File: src/hdl/rcst_pkg.sv
`timescale 1ns / 1ps
// Shared types and constants for the refcounted slot table.
// No dependencies; imported by rcst_ram users and the top level.
package rcst_pkg;

  localparam int OPCODE_W   = 2;
  localparam int SLOT_W     = 8;
  localparam int STATUS_W   = 2;
  localparam int REFCNT_W   = 16;
  localparam int LIMIT_W    = 9;
  localparam int IN_TDATA_W  = 16;
  localparam int OUT_TDATA_W = 32;

  // valid bits examined per scan step
  localparam int CHUNK    = 16;
  localparam int CHUNK_LG = 4;

  localparam logic [LIMIT_W-1:0] LIMIT_RESET = 9'd256;

  localparam logic [OPCODE_W-1:0] OP_ALLOC   = 2'd0;
  localparam logic [OPCODE_W-1:0] OP_ACQUIRE = 2'd1;
  localparam logic [OPCODE_W-1:0] OP_RELEASE = 2'd2;

  localparam logic [STATUS_W-1:0] STAT_OK   = 2'd0;
  localparam logic [STATUS_W-1:0] STAT_FULL = 2'd1;
  localparam logic [STATUS_W-1:0] STAT_BAD  = 2'd2;

  typedef enum logic [2:0] {
    S_IDLE,
    S_SCAN,
    S_EXEC,
    S_DONE
  } state_t;

  // packed so that status sits in the low bits
  typedef struct packed {
    logic                freed;
    logic [REFCNT_W-1:0] ref_count;
    logic [SLOT_W-1:0]   slot_out;
    logic [STATUS_W-1:0] status;
  } result_t;

endpackage

File: src/hdl/refcounted_slot_table_unit.sv
`timescale 1ns / 1ps
// Top level of the refcounted slot table: sequencer, valid bits, scan unit.
// Depends on rcst_pkg and rcst_ram (count and auto-release flag storage).
//
// One request is handled at a time. Acquire and release go through the
// execute and done states before the next accept: the count RAM is read at
// accept, the single increment/decrement unit updates it and writes it back,
// then the result moves to the output register once that is free. Allocate
// scans the valid bits 16 slots per cycle through the 16-slot groups up to
// and including the one holding the first free slot (at most 16 for 256
// slots). The output register lets a new request be accepted while a
// result still waits on out_tready. No clearing pass is needed after
// reset: the valid bits clear at once and an entry of the count RAM is
// only used after an allocate has written it.
module refcounted_slot_table_unit
  import rcst_pkg::*;
#(
  parameter int SLOTS      = 256,
  parameter int COUNT_BITS = 16
) (
  input  logic                   clk,
  input  logic                   rst_n,
  // [1:0] opcode, [9:2] slot_id, [10] auto_free, [15:11] zero
  input  logic [IN_TDATA_W-1:0]  in_tdata,
  input  logic                   in_tvalid,
  output logic                   in_tready,
  // [1:0] status, [9:2] slot_out, [25:10] ref_count, [26] freed, [31:27] zero
  output logic [OUT_TDATA_W-1:0] out_tdata,
  output logic                   out_tvalid,
  input  logic                   out_tready,
  input  logic                   cfg_wr_en,
  input  logic [LIMIT_W-1:0]     cfg_wr_data
);

  // slot numbers are 8 bits, so only the lowest 256 slots are reachable
  localparam int EFF    = (SLOTS < 256) ? SLOTS : 256;
  localparam int SW     = $clog2(EFF);
  localparam int NCHUNK = (EFF + CHUNK - 1) / CHUNK;
  localparam int CHW    = (NCHUNK > 1) ? $clog2(NCHUNK) : 1;
  localparam int RAM_W  = COUNT_BITS + 1;
  localparam logic [COUNT_BITS-1:0] CNT_MAX = '1;

  state_t               state_r, state_nxt;
  logic [LIMIT_W-1:0]   limit_r;
  logic [EFF-1:0]       valid_r, valid_nxt;
  logic [OPCODE_W-1:0]  op_r, op_nxt;
  logic [SLOT_W-1:0]    id_r, id_nxt;
  logic                 ar_r, ar_nxt;
  logic [CHW-1:0]       chunk_r, chunk_nxt;
  result_t              res_r, res_nxt;
  result_t              out_r, out_nxt;
  logic                 out_valid_r, out_valid_nxt;

  logic                 accept;
  logic [OPCODE_W-1:0]  in_op;
  logic [SLOT_W-1:0]    in_id;
  logic                 in_ar;
  logic                 id_ok;

  logic [NCHUNK*CHUNK-1:0] occ;
  logic [CHUNK-1:0]        grp;
  logic                    hit;
  logic [CHUNK_LG-1:0]     hit_j;
  logic [LIMIT_W-1:0]      hit_slot;
  logic [LIMIT_W-1:0]      limit_eff;

  logic                  ram_we;
  logic [SW-1:0]         ram_waddr;
  logic [RAM_W-1:0]      ram_wdata;
  logic [RAM_W-1:0]      ram_rdata;

  logic [COUNT_BITS-1:0] cnt_cur, cnt_sum, cnt_new;
  logic                  cnt_en;
  logic [31:0]           cnt_ext;

  assign in_op = in_tdata[1:0];
  assign in_id = in_tdata[9:2];
  assign in_ar = in_tdata[10];

  assign in_tready  = (state_r == S_IDLE);
  assign accept     = in_tvalid && in_tready;
  assign out_tvalid = out_valid_r;
  assign out_tdata  = {{(OUT_TDATA_W - $bits(result_t)){1'b0}}, out_r};

  assign id_ok = ({1'b0, in_id} < LIMIT_W'(EFF)) && valid_r[in_id[SW-1:0]];
  assign limit_eff = (limit_r > LIMIT_W'(EFF)) ? LIMIT_W'(EFF) : limit_r;

  // scan group: slots past the table count as occupied
  always_comb begin
    occ = '1;
    occ[EFF-1:0] = valid_r;
    grp = occ[int'(chunk_r)*CHUNK +: CHUNK];
    hit   = 1'b0;
    hit_j = '0;
    for (int j = CHUNK - 1; j >= 0; j--) begin
      if (!grp[j]) begin
        hit   = 1'b1;
        hit_j = CHUNK_LG'(j);
      end
    end
    hit_slot = LIMIT_W'({chunk_r, hit_j});
  end

  // shared increment/decrement unit
  always_comb begin
    cnt_cur = ram_rdata[COUNT_BITS-1:0];
    if (op_r == OP_ACQUIRE) begin
      cnt_en  = (cnt_cur != CNT_MAX);
      cnt_sum = cnt_cur + COUNT_BITS'(1);
    end else begin
      cnt_en  = (cnt_cur != '0);
      cnt_sum = cnt_cur - COUNT_BITS'(1);
    end
    cnt_new = cnt_en ? cnt_sum : cnt_cur;
    cnt_ext = 32'(cnt_new);
  end

  always_comb begin
    state_nxt     = state_r;
    valid_nxt     = valid_r;
    op_nxt        = op_r;
    id_nxt        = id_r;
    ar_nxt        = ar_r;
    chunk_nxt     = chunk_r;
    res_nxt       = res_r;
    out_nxt       = out_r;
    out_valid_nxt = out_valid_r;
    ram_we        = 1'b0;
    ram_waddr     = id_r[SW-1:0];
    ram_wdata     = '0;

    if (out_valid_r && out_tready) begin
      out_valid_nxt = 1'b0;
    end

    case (state_r)
      S_IDLE: begin
        if (accept) begin
          op_nxt    = in_op;
          id_nxt    = in_id;
          ar_nxt    = in_ar;
          chunk_nxt = '0;
          if (in_op == OP_ALLOC) begin
            state_nxt = S_SCAN;
          end else if ((in_op == OP_ACQUIRE || in_op == OP_RELEASE) && id_ok) begin
            state_nxt = S_EXEC;
          end else begin
            res_nxt   = '{freed: 1'b0, ref_count: '0, slot_out: in_id, status: STAT_BAD};
            state_nxt = S_DONE;
          end
        end
      end
      S_SCAN: begin
        if (hit) begin
          // lowest free slot at or past the limit means none below it
          if (hit_slot < limit_eff) begin
            valid_nxt[hit_slot[SW-1:0]] = 1'b1;
            ram_we    = 1'b1;
            ram_waddr = hit_slot[SW-1:0];
            ram_wdata = {ar_r, COUNT_BITS'(1)};
            res_nxt   = '{freed: 1'b0, ref_count: REFCNT_W'(1),
                          slot_out: hit_slot[SLOT_W-1:0], status: STAT_OK};
          end else begin
            res_nxt   = '{freed: 1'b0, ref_count: '0, slot_out: '0, status: STAT_FULL};
          end
          state_nxt = S_DONE;
        end else if (chunk_r == CHW'(NCHUNK - 1)) begin
          res_nxt   = '{freed: 1'b0, ref_count: '0, slot_out: '0, status: STAT_FULL};
          state_nxt = S_DONE;
        end else begin
          chunk_nxt = chunk_r + CHW'(1);
        end
      end
      S_EXEC: begin
        ram_we    = 1'b1;
        ram_waddr = id_r[SW-1:0];
        if (op_r == OP_RELEASE && cnt_new == '0 && ram_rdata[COUNT_BITS]) begin
          valid_nxt[id_r[SW-1:0]] = 1'b0;
          ram_wdata = '0;
          res_nxt   = '{freed: 1'b1, ref_count: '0, slot_out: id_r, status: STAT_OK};
        end else begin
          ram_wdata = {ram_rdata[COUNT_BITS], cnt_new};
          res_nxt   = '{freed: 1'b0,
                        ref_count: (cnt_ext > 32'h0000_FFFF) ? '1 : cnt_ext[REFCNT_W-1:0],
                        slot_out: id_r, status: STAT_OK};
        end
        state_nxt = S_DONE;
      end
      S_DONE: begin
        if (!out_valid_r || out_tready) begin
          out_nxt       = res_r;
          out_valid_nxt = 1'b1;
          state_nxt     = S_IDLE;
        end
      end
      default: begin
        state_nxt = S_IDLE;
      end
    endcase
  end

  always_ff @(posedge clk) begin
    if (!rst_n) begin
      state_r     <= S_IDLE;
      valid_r     <= '0;
      out_valid_r <= 1'b0;
      limit_r     <= LIMIT_RESET;
    end else begin
      state_r     <= state_nxt;
      valid_r     <= valid_nxt;
      out_valid_r <= out_valid_nxt;
      if (cfg_wr_en) begin
        limit_r <= cfg_wr_data;
      end
    end
  end

  always_ff @(posedge clk) begin
    op_r    <= op_nxt;
    id_r    <= id_nxt;
    ar_r    <= ar_nxt;
    chunk_r <= chunk_nxt;
    res_r   <= res_nxt;
    out_r   <= out_nxt;
  end

  rcst_ram #(
    .WIDTH (RAM_W),
    .DEPTH (EFF)
  ) u_count_ram (
    .clk     (clk),
    .wr_en   (ram_we),
    .wr_addr (ram_waddr),
    .wr_data (ram_wdata),
    .rd_en   (accept),
    .rd_addr (in_id[SW-1:0]),
    .rd_data (ram_rdata)
  );

endmodule

File: src/hdl/rcst_ram.sv
`timescale 1ns / 1ps
// Generic single-port-write, single-port-read RAM with registered read data.
// No dependencies.
module rcst_ram #(
  parameter int WIDTH = 17,
  parameter int DEPTH = 256
) (
  input  logic                     clk,
  input  logic                     wr_en,
  input  logic [$clog2(DEPTH)-1:0] wr_addr,
  input  logic [WIDTH-1:0]         wr_data,
  input  logic                     rd_en,
  input  logic [$clog2(DEPTH)-1:0] rd_addr,
  output logic [WIDTH-1:0]         rd_data
);

  logic [WIDTH-1:0] mem [DEPTH];

  always_ff @(posedge clk) begin
    if (wr_en) begin
      mem[wr_addr] <= wr_data;
    end
    if (rd_en) begin
      rd_data <= mem[rd_addr];
    end
  end

endmodule

File: config.mk
export PLATFORM = sky130hd
export DESIGN_NAME = refcounted_slot_table_unit
export DESIGN_NICKNAME = d
export VERILOG_FILES = /design/src/hdl/rcst_pkg.sv /design/src/hdl/refcounted_slot_table_unit.sv /design/src/hdl/rcst_ram.sv
export SDC_FILE = /design/constraint.sdc
export NUM_CORES = 2
export LEC_CHECK = 0
export BUFFER_PORTS_ARGS = -buffer_cell sky130_fd_sc_hd__buf_2
export CAP_MARGIN = 5
export CORE_MARGIN = 5
export CORE_UTILIZATION = 43
export DETAILED_ROUTE_END_ITERATION = 16
export HOLD_SLACK_MARGIN = 0.15
export SLEW_MARGIN = 20
export SYNTH_ARGS = -nofsm -noshare
export SYNTH_HDL_FRONTEND = slang
export SYNTH_MEMORY_MAX_BITS = 65536
export SYNTH_SLANG_ARGS = --single-unit
File: constraint.sdc
create_clock -name clk -period 22 [get_ports clk]
set_input_delay 1.1 -clock clk [delete_from_list [all_inputs] [get_ports clk]]
set_output_delay 1.1 -clock clk [all_outputs]
set_load 0.01 [all_outputs]
# ---- Word level (Yosys, flattened, before mapping)
# Memories as Yosys holds them, arrays and structs flattened. A register that Yosys moved wholly into a read port is not among the register bits.
# Index checks and enable logic that the tools add are counted.
dict set report op_classes {
  n_mux 81
  n_eq_ne 19
  n_reduce_logical 23
  n_addsub 3
  n_lt_le_gt_ge 8
  n_shift 1
  n_bitwise 3
}
# operator count
set op_table {}
lappend op_table {{$mux W256} 3}
lappend op_table {{$pmux W256 S2} 1}
lappend op_table {{$and A256 B256 Y256} 1}
lappend op_table {{$not A256 Y256} 1}
lappend op_table {{$or A256 B256 Y256} 1}
lappend op_table {{$shiftx A256 B9 Y16} 1}
lappend op_table {{$mux W27} 6}
lappend op_table {{$pmux W27 S3} 1}
lappend op_table {{$mux W4} 19}
lappend op_table {{$mux W17} 3}
lappend op_table {{$mux W16} 3}
lappend op_table {{$pmux W17 S2} 1}
lappend op_table {{$mux W1} 28}
lappend op_table {{$lt A8 B9 Y1 const B} 3}
lappend op_table {{$mux W8} 3}
lappend op_table {{$add A16 B1 Y16 const B} 1}
lappend op_table {{$demux W1 S8} 2}
lappend op_table {{$ge A8 B1 Y1 const B} 2}
lappend op_table {{$gt A16 B16 Y1 const B} 1}
lappend op_table {{$logic_not A16 Y1} 1}
lappend op_table {{$ne A16 B16 Y1 const B} 1}
lappend op_table {{$ne A2 B2 Y1 const B} 8}
lappend op_table {{$reduce_bool A16 Y1} 1}
lappend op_table {{$sub A16 B1 Y16 const B} 1}
lappend op_table {{29 further kinds} 45}
dict set report totals {
  output_inout_bits 34
  memories 1
  regBits 338
  ram_bits 4352
  wordCells 155
}
# memory depth width read_ports rd_clocked_by_memory_dff wr line_no
set memory_table {}
lappend memory_table {u_count_ram.mem 256 17 1 1 1 rcst_ram.sv:17} ;# logic [WIDTH-1:0] mem [DEPTH];

# ---- Longest topological paths before layout
dict set report depth {
  word_depth 25
  mapped_depth 25
  depth_no_buf 17
}

# ---- Cells and area by module
# Synthesis repeated with hierarchy kept, for this count alone.
dict set report unflattened {
  hier_cells 10140
  hier_area_um2 190790.5
}
# module n_inst area_per_inst_um2 cells_per_inst
set modules_own_cells {}
lappend modules_own_cells {rcst_ram 1 169874.2 7797}
lappend modules_own_cells {refcounted_slot_table_unit 1 20916.3 2343}

# ---- Least setup slack after synthesis
# Ideal clock, no wire load.
dict set report synth_timing {
  kind {reg-to-reg}
  start {reg op_r[1]}
  end {reg res_r[10] (netlist bit), data pin}
  n_path_buf 2
  period_less_slack_ns 16.723
  slack_ns 5.277
  stages_incl_launch_ff 14
  arrival_time_ns 14.453
  cell_sequence {edfxtp_1 > nand2b_1 > ha_1 > nor2b_1 > o31a_1 > o311ai_0 > a21oi_1 > o211ai_1 > a311oi_1 > nand4_1 > buf_2 > clkbuf_1 > nand3_1 > o32ai_1}
}
dict set report synth_via {
  elab_chain_cells 8
}
# item line_no
set synth_lines {}
lappend synth_lines {{start: declaration} refcounted_slot_table_unit.sv:46} ;# logic [OPCODE_W-1:0] op_r, op_nxt;
lappend synth_lines {{start signal: assignment} refcounted_slot_table_unit.sv:219} ;# op_r <= op_nxt;
lappend synth_lines {{branches (longest 6 deep; another with $gt A16 B16 Y1)} -}
lappend synth_lines {{$mux W27 *} refcounted_slot_table_unit.sv:177} ;# if (op_r == OP_RELEASE && cnt_new == '0 && ram_rdata[COUNT_BITS]) begin
lappend synth_lines {{$pmux W27 S3 *} refcounted_slot_table_unit.sv:136} ;# case (state_r)
lappend synth_lines {{end signal: assignment} refcounted_slot_table_unit.sv:223} ;# res_r <= res_nxt;
lappend synth_lines {{end: declaration} refcounted_slot_table_unit.sv:50} ;# result_t res_r, res_nxt;
# Mark *: on every way between the ends.
# A chain may end at the register's enable or synchronous reset.

# ---- Final worst setup path
dict set report layout_timing {
  start {reg chunk_r[3]}
  end {mem u_count_ram.mem[101][6] (enable)}
}
dict set report layout_via {
  elab_chain_cells 23
}
# item line_no
set layout_lines {}
lappend layout_lines {{start: declaration} refcounted_slot_table_unit.sv:49} ;# logic [CHW-1:0] chunk_r, chunk_nxt;
lappend layout_lines {{start signal: assignment} refcounted_slot_table_unit.sv:222} ;# chunk_r <= chunk_nxt;
lappend layout_lines {{$shiftx A256 B9 Y16} refcounted_slot_table_unit.sv:92} ;# grp = occ[int'(chunk_r)*CHUNK +: CHUNK];
lappend layout_lines {{$mux W4 (16 in series)} refcounted_slot_table_unit.sv:96} ;# if (!grp[j]) begin
lappend layout_lines {{$lt A8 B9 Y1} refcounted_slot_table_unit.sv:156} ;# if (hit_slot < limit_eff) begin
lappend layout_lines {{$mux W1} refcounted_slot_table_unit.sv:156}
lappend layout_lines {{$mux W1} refcounted_slot_table_unit.sv:154} ;# if (hit) begin
lappend layout_lines {{$pmux W1 S2} refcounted_slot_table_unit.sv:136}
lappend layout_lines {{$mux W1} rcst_ram.sv:20} ;# if (wr_en) begin
lappend layout_lines {{$mux W1 (not written as such)} rcst_ram.sv:21} ;# mem[wr_addr] <= wr_data;
lappend layout_lines {{end: declaration} rcst_ram.sv:17}
# Several ways; a longest one is shown, not always the timed one.

==> results.json <==
{
  "die_area_sq_mm": 0.452,
  "worst-path-stages": 19,
  "clock_skew_ps": 79.5,
  "gr-total-overflow": 0,
  "grt_pass1_wl_um": 706000,
  "postSynthAreaPerCell_sq_um": 20.9,
  "path_cells": "buf_4 -> nor2b_2 -> buf_4 -> a22oi_1 -> nand2_1 -> nand4_1 -> a211oi_1 -> ha_1 -> a21o_1 -> a21oi_1 -> o211a_1 -> o221a_2 -> a21oi_1 -> a311oi_1 -> o21ai_4 -> buf_4 -> buf_4 -> nor2_1 -> buf_4",
  "finish.instance_area_sq_mm": 0.212,
  "clock_sinks": 4706,
  "drt-total-wl_um": 494000,
  "wire_per_inst_um": 31.8,
  "ys_types": 83,
  "synth-async-reset-ratio_pct": 0,
  "core-area_sq_mm": 0.438,
  "area_growth_pct": 12.6,
  "post_cts_resized": 0,
  "crit_slowest_cell": "a211oi_1",
  "gp_congestion": 0.855,
  "drtPass1Iterations": 6,
  "worst_hold_path.num_cells": 3,
  "cts.clk_slew.worst_paths_ps": 60,
  "dpl_cell_area_sq_mm": 0.197,
  "slowest_delay_ps": 950,
  "layout-drive-gt1-share_pct": 28.8,
  "cts_setup_buffers": 0,
  "vias": 95255,
  "end_kind": "flop",
  "crit_buf_inv": 5,
  "syn-cell-area_sq_mm": 0.189,
  "fin_crit_ps": 8940,
  "vdd_drop_max_uv": 114,
  "timing.final.crit_share_pct": 40.6,
  "crit_path_start_kind": "flop",
  "dp_hpwl_um": 285000,
  "cp_max_fo": 37,
  "ys_seq_elements": 4706,
  "grt_busiest_layer": "met2",
  "yosysSeqAreaShare_pct": 73.5,
  "hold_buffers": 0,
  "cts_buffers": 462,
  "cap_violations": 0,
  "antenna_left": 0,
  "crit_arrival_ps": 9600,
  "multiInputGateArea_sq_mm": 0.0480,
  "viasPerCell": 6.13,
  "seqCellArea_sq_mm": 0.139,
  "most-common-layout-cells": "edfxtp_1 (4438), mux4_2 (1591), nor2_1 (586)",
  "slew_viol_final": 0,
  "met1_usage_pct": 30.6,
  "die_w_um": 672,
  "min_path_type": "primary input to flop",
  "drtIter0Drc": 12063,
  "status": "completed",
  "grt_setup_unrepaired": "false",
  "ys_warn_count": 0,
  "tns_ps": 0,
  "grt_usage_pct": 21.5,
  "cp_top_family": "compound AO/OA/AOI/OAI gates",
  "final_nets": 9429,
  "grt_pass1_vias": 95404,
  "worstRegToRegCells": 19,
  "synthFlopType": "edfxtp_1",
  "global_route.usage.met3_pct": 3.91,
  "cts_tree": "yes",
  "htree_num_levels": 5,
  "fin_util_pct": 48.5,
  "cts-root-buf": "clkbuf_16",
  "clockBufferDepth": 4,
  "fmax_mhz": 112,
  "critPathKind": "flop to flop",
  "synth_cells": 9032,
  "synth-edff-count": 4438,
  "power_leakage_nw": 66.8,
  "required_ps": 22660,
  "total_power_mw": 20.7,
  "ios": 64,
  "mostFrequentLayoutCell": "edfxtp_1",
  "rows": 243,
  "dieHeight_um": 672,
  "fillCellCount": 34994,
  "cp_common_cell": "buf_4",
  "io_buffers": 53,
  "clock_latency_ps": 1000,
  "setup_viol": 0,
  "powerDensity_mw_per_mm2": 97.7,
  "grt_max_degree": 218,
  "timing.hold.ws_ps": 327,
  "hold_viol_final": 0,
  "slew_headroom_pct": 13.7,
  "grt.met2_usage_pct": 34.3,
  "drcViolationCount": 0,
  "tightest_slew_ps": 1290,
  "start_util_pct": 43.1,
  "antenna_found_initial": 22
}
[layout make-up]
type,count,share of cell area (%)
Clock inverter,262,1.13
Inverter,22,0.0389
Sequential cell,4706,65.3
Antenna cell,19,0.0224
Clock buffer,586,5.74
Timing Repair Buffer,472,1.78
Tap cell,5757,3.39
Multi-Input combinational cell,3703,22.6
[sequential cells by signal, summed over array words and instances (netlist names), 2 cells and up]
name and count:
chunk_r 4, out_tdata 27, op_r 2, u_count_ram.rd_data 17, state_r 2, occ 256, limit_r 9, res_r 27
u_count_ram.mem 4352, id_r 8
[layer usage]
metal  up-vias  routed length (um)
met3       773               39600
li1      38788                   -
met5         -                  24
met2      4401              237000
met1     51289              202000
met4         4               15800
[worst paths after layout]
check | startpoint | end | slack (ps)
hold / removal | cfg_wr_data[8] | limit_r[8]$_SDFFE_PN1P_ | 330
setup reg to reg | chunk_r[3]$_SDFFCE_PN0P_ | u_count_ram.mem[101][6]$_DFFE_PP_ | 13060
hold reg to reg | res_r[22]$_DFFE_PP_ | out_tdata[22]$_DFFE_PP_ | 420
setup / recovery | chunk_r[3]$_SDFFCE_PN0P_ | u_count_ram.mem[101][6]$_DFFE_PP_ | 13060
[cells in the mapped netlist, types with 4 or more instances]
cell,n,area [sq um]
nor3_1,41,205
nor3_4,9,146
o41ai_1,19,166
mux2i_1,83,831
a22o_1,7,61.3
edfxtp_1,4438,133000
nor4_1,38,238
a32oi_1,16,140
o311ai_0,5,43.8
o21ai_0,152,761
nor2_1,652,2450
mux4_2,1591,35800
o32a_1,13,130
clkbuf_1,379,1420
and3_1,68,425
clkbuf_2,4,20.0
nand4_1,51,319
ha_1,31,388
nand2_1,325,1220
nor2b_1,20,125
xor2_1,6,52.6
nand3_1,53,265
a31oi_1,211,1320
buf_2,46,230
xnor2_1,5,43.8
a221oi_1,6,52.6
o211ai_1,27,203
a22oi_1,23,173
buf_6,11,124
and2_1,7,43.8
buf_4,15,113
a21oi_1,71,355
dfxtp_1,268,5370
a21o_1,9,67.6
o311ai_1,45,394
o21a_1,7,52.6
or4_1,5,37.5
nand2b_1,19,119
a211oi_1,11,82.6
o21ai_1,15,75.1
o21bai_1,4,30.0
inv_1,20,75.1
buf_1,150,563
[worst register-to-register path, delay by kind of cell, from the launching register on]
kind                       cells  cell delay (ps)
buffers and inverters          5             2110
AOI/OAI and AO/OA              9             3350
and+or+nand+nor                4             2230
adders and majority gates      1              400
DFF                            1              500
[power breakdown]
group	internal (mW)	total [mW]	switching, mW
Clock	4.29	7.65	3.35
Sequential	10.4	10.5	0.0749
Combinational	0.643	2.57	1.93
[through the flow]
| stage | setup slack (ps) | std cells |
|---|---|---|
| 4_1_cts | 13270 | 15501 |
| 3_3_place_gp | 13110 | 14652 |
| 6_report | 13060 | 15527 |
| 3_5_place_dp | 13080 | 14653 |
| 2_1_floorplan | 5280 | 9036 |
| 5_1_grt | 12920 | 15512 |
[logic make-up (layout without fill, tap and decap cells)]
group	count (synthesis)	count (layout)	synth area share (%)
AOI/OAI and AO/OA	674	674	2.36
xor gates and xnor gates	11	11	0.0511
adders and majority gates	32	32	0.216
buffers and inverters	627	1342	1.35
DFF	4706	4706	73.5
muxes	1674	1674	19.4
other	1	24	0.00199
and+or+nand+nor	1307	1307	3.06
Power figures use the tool's default switching activity.
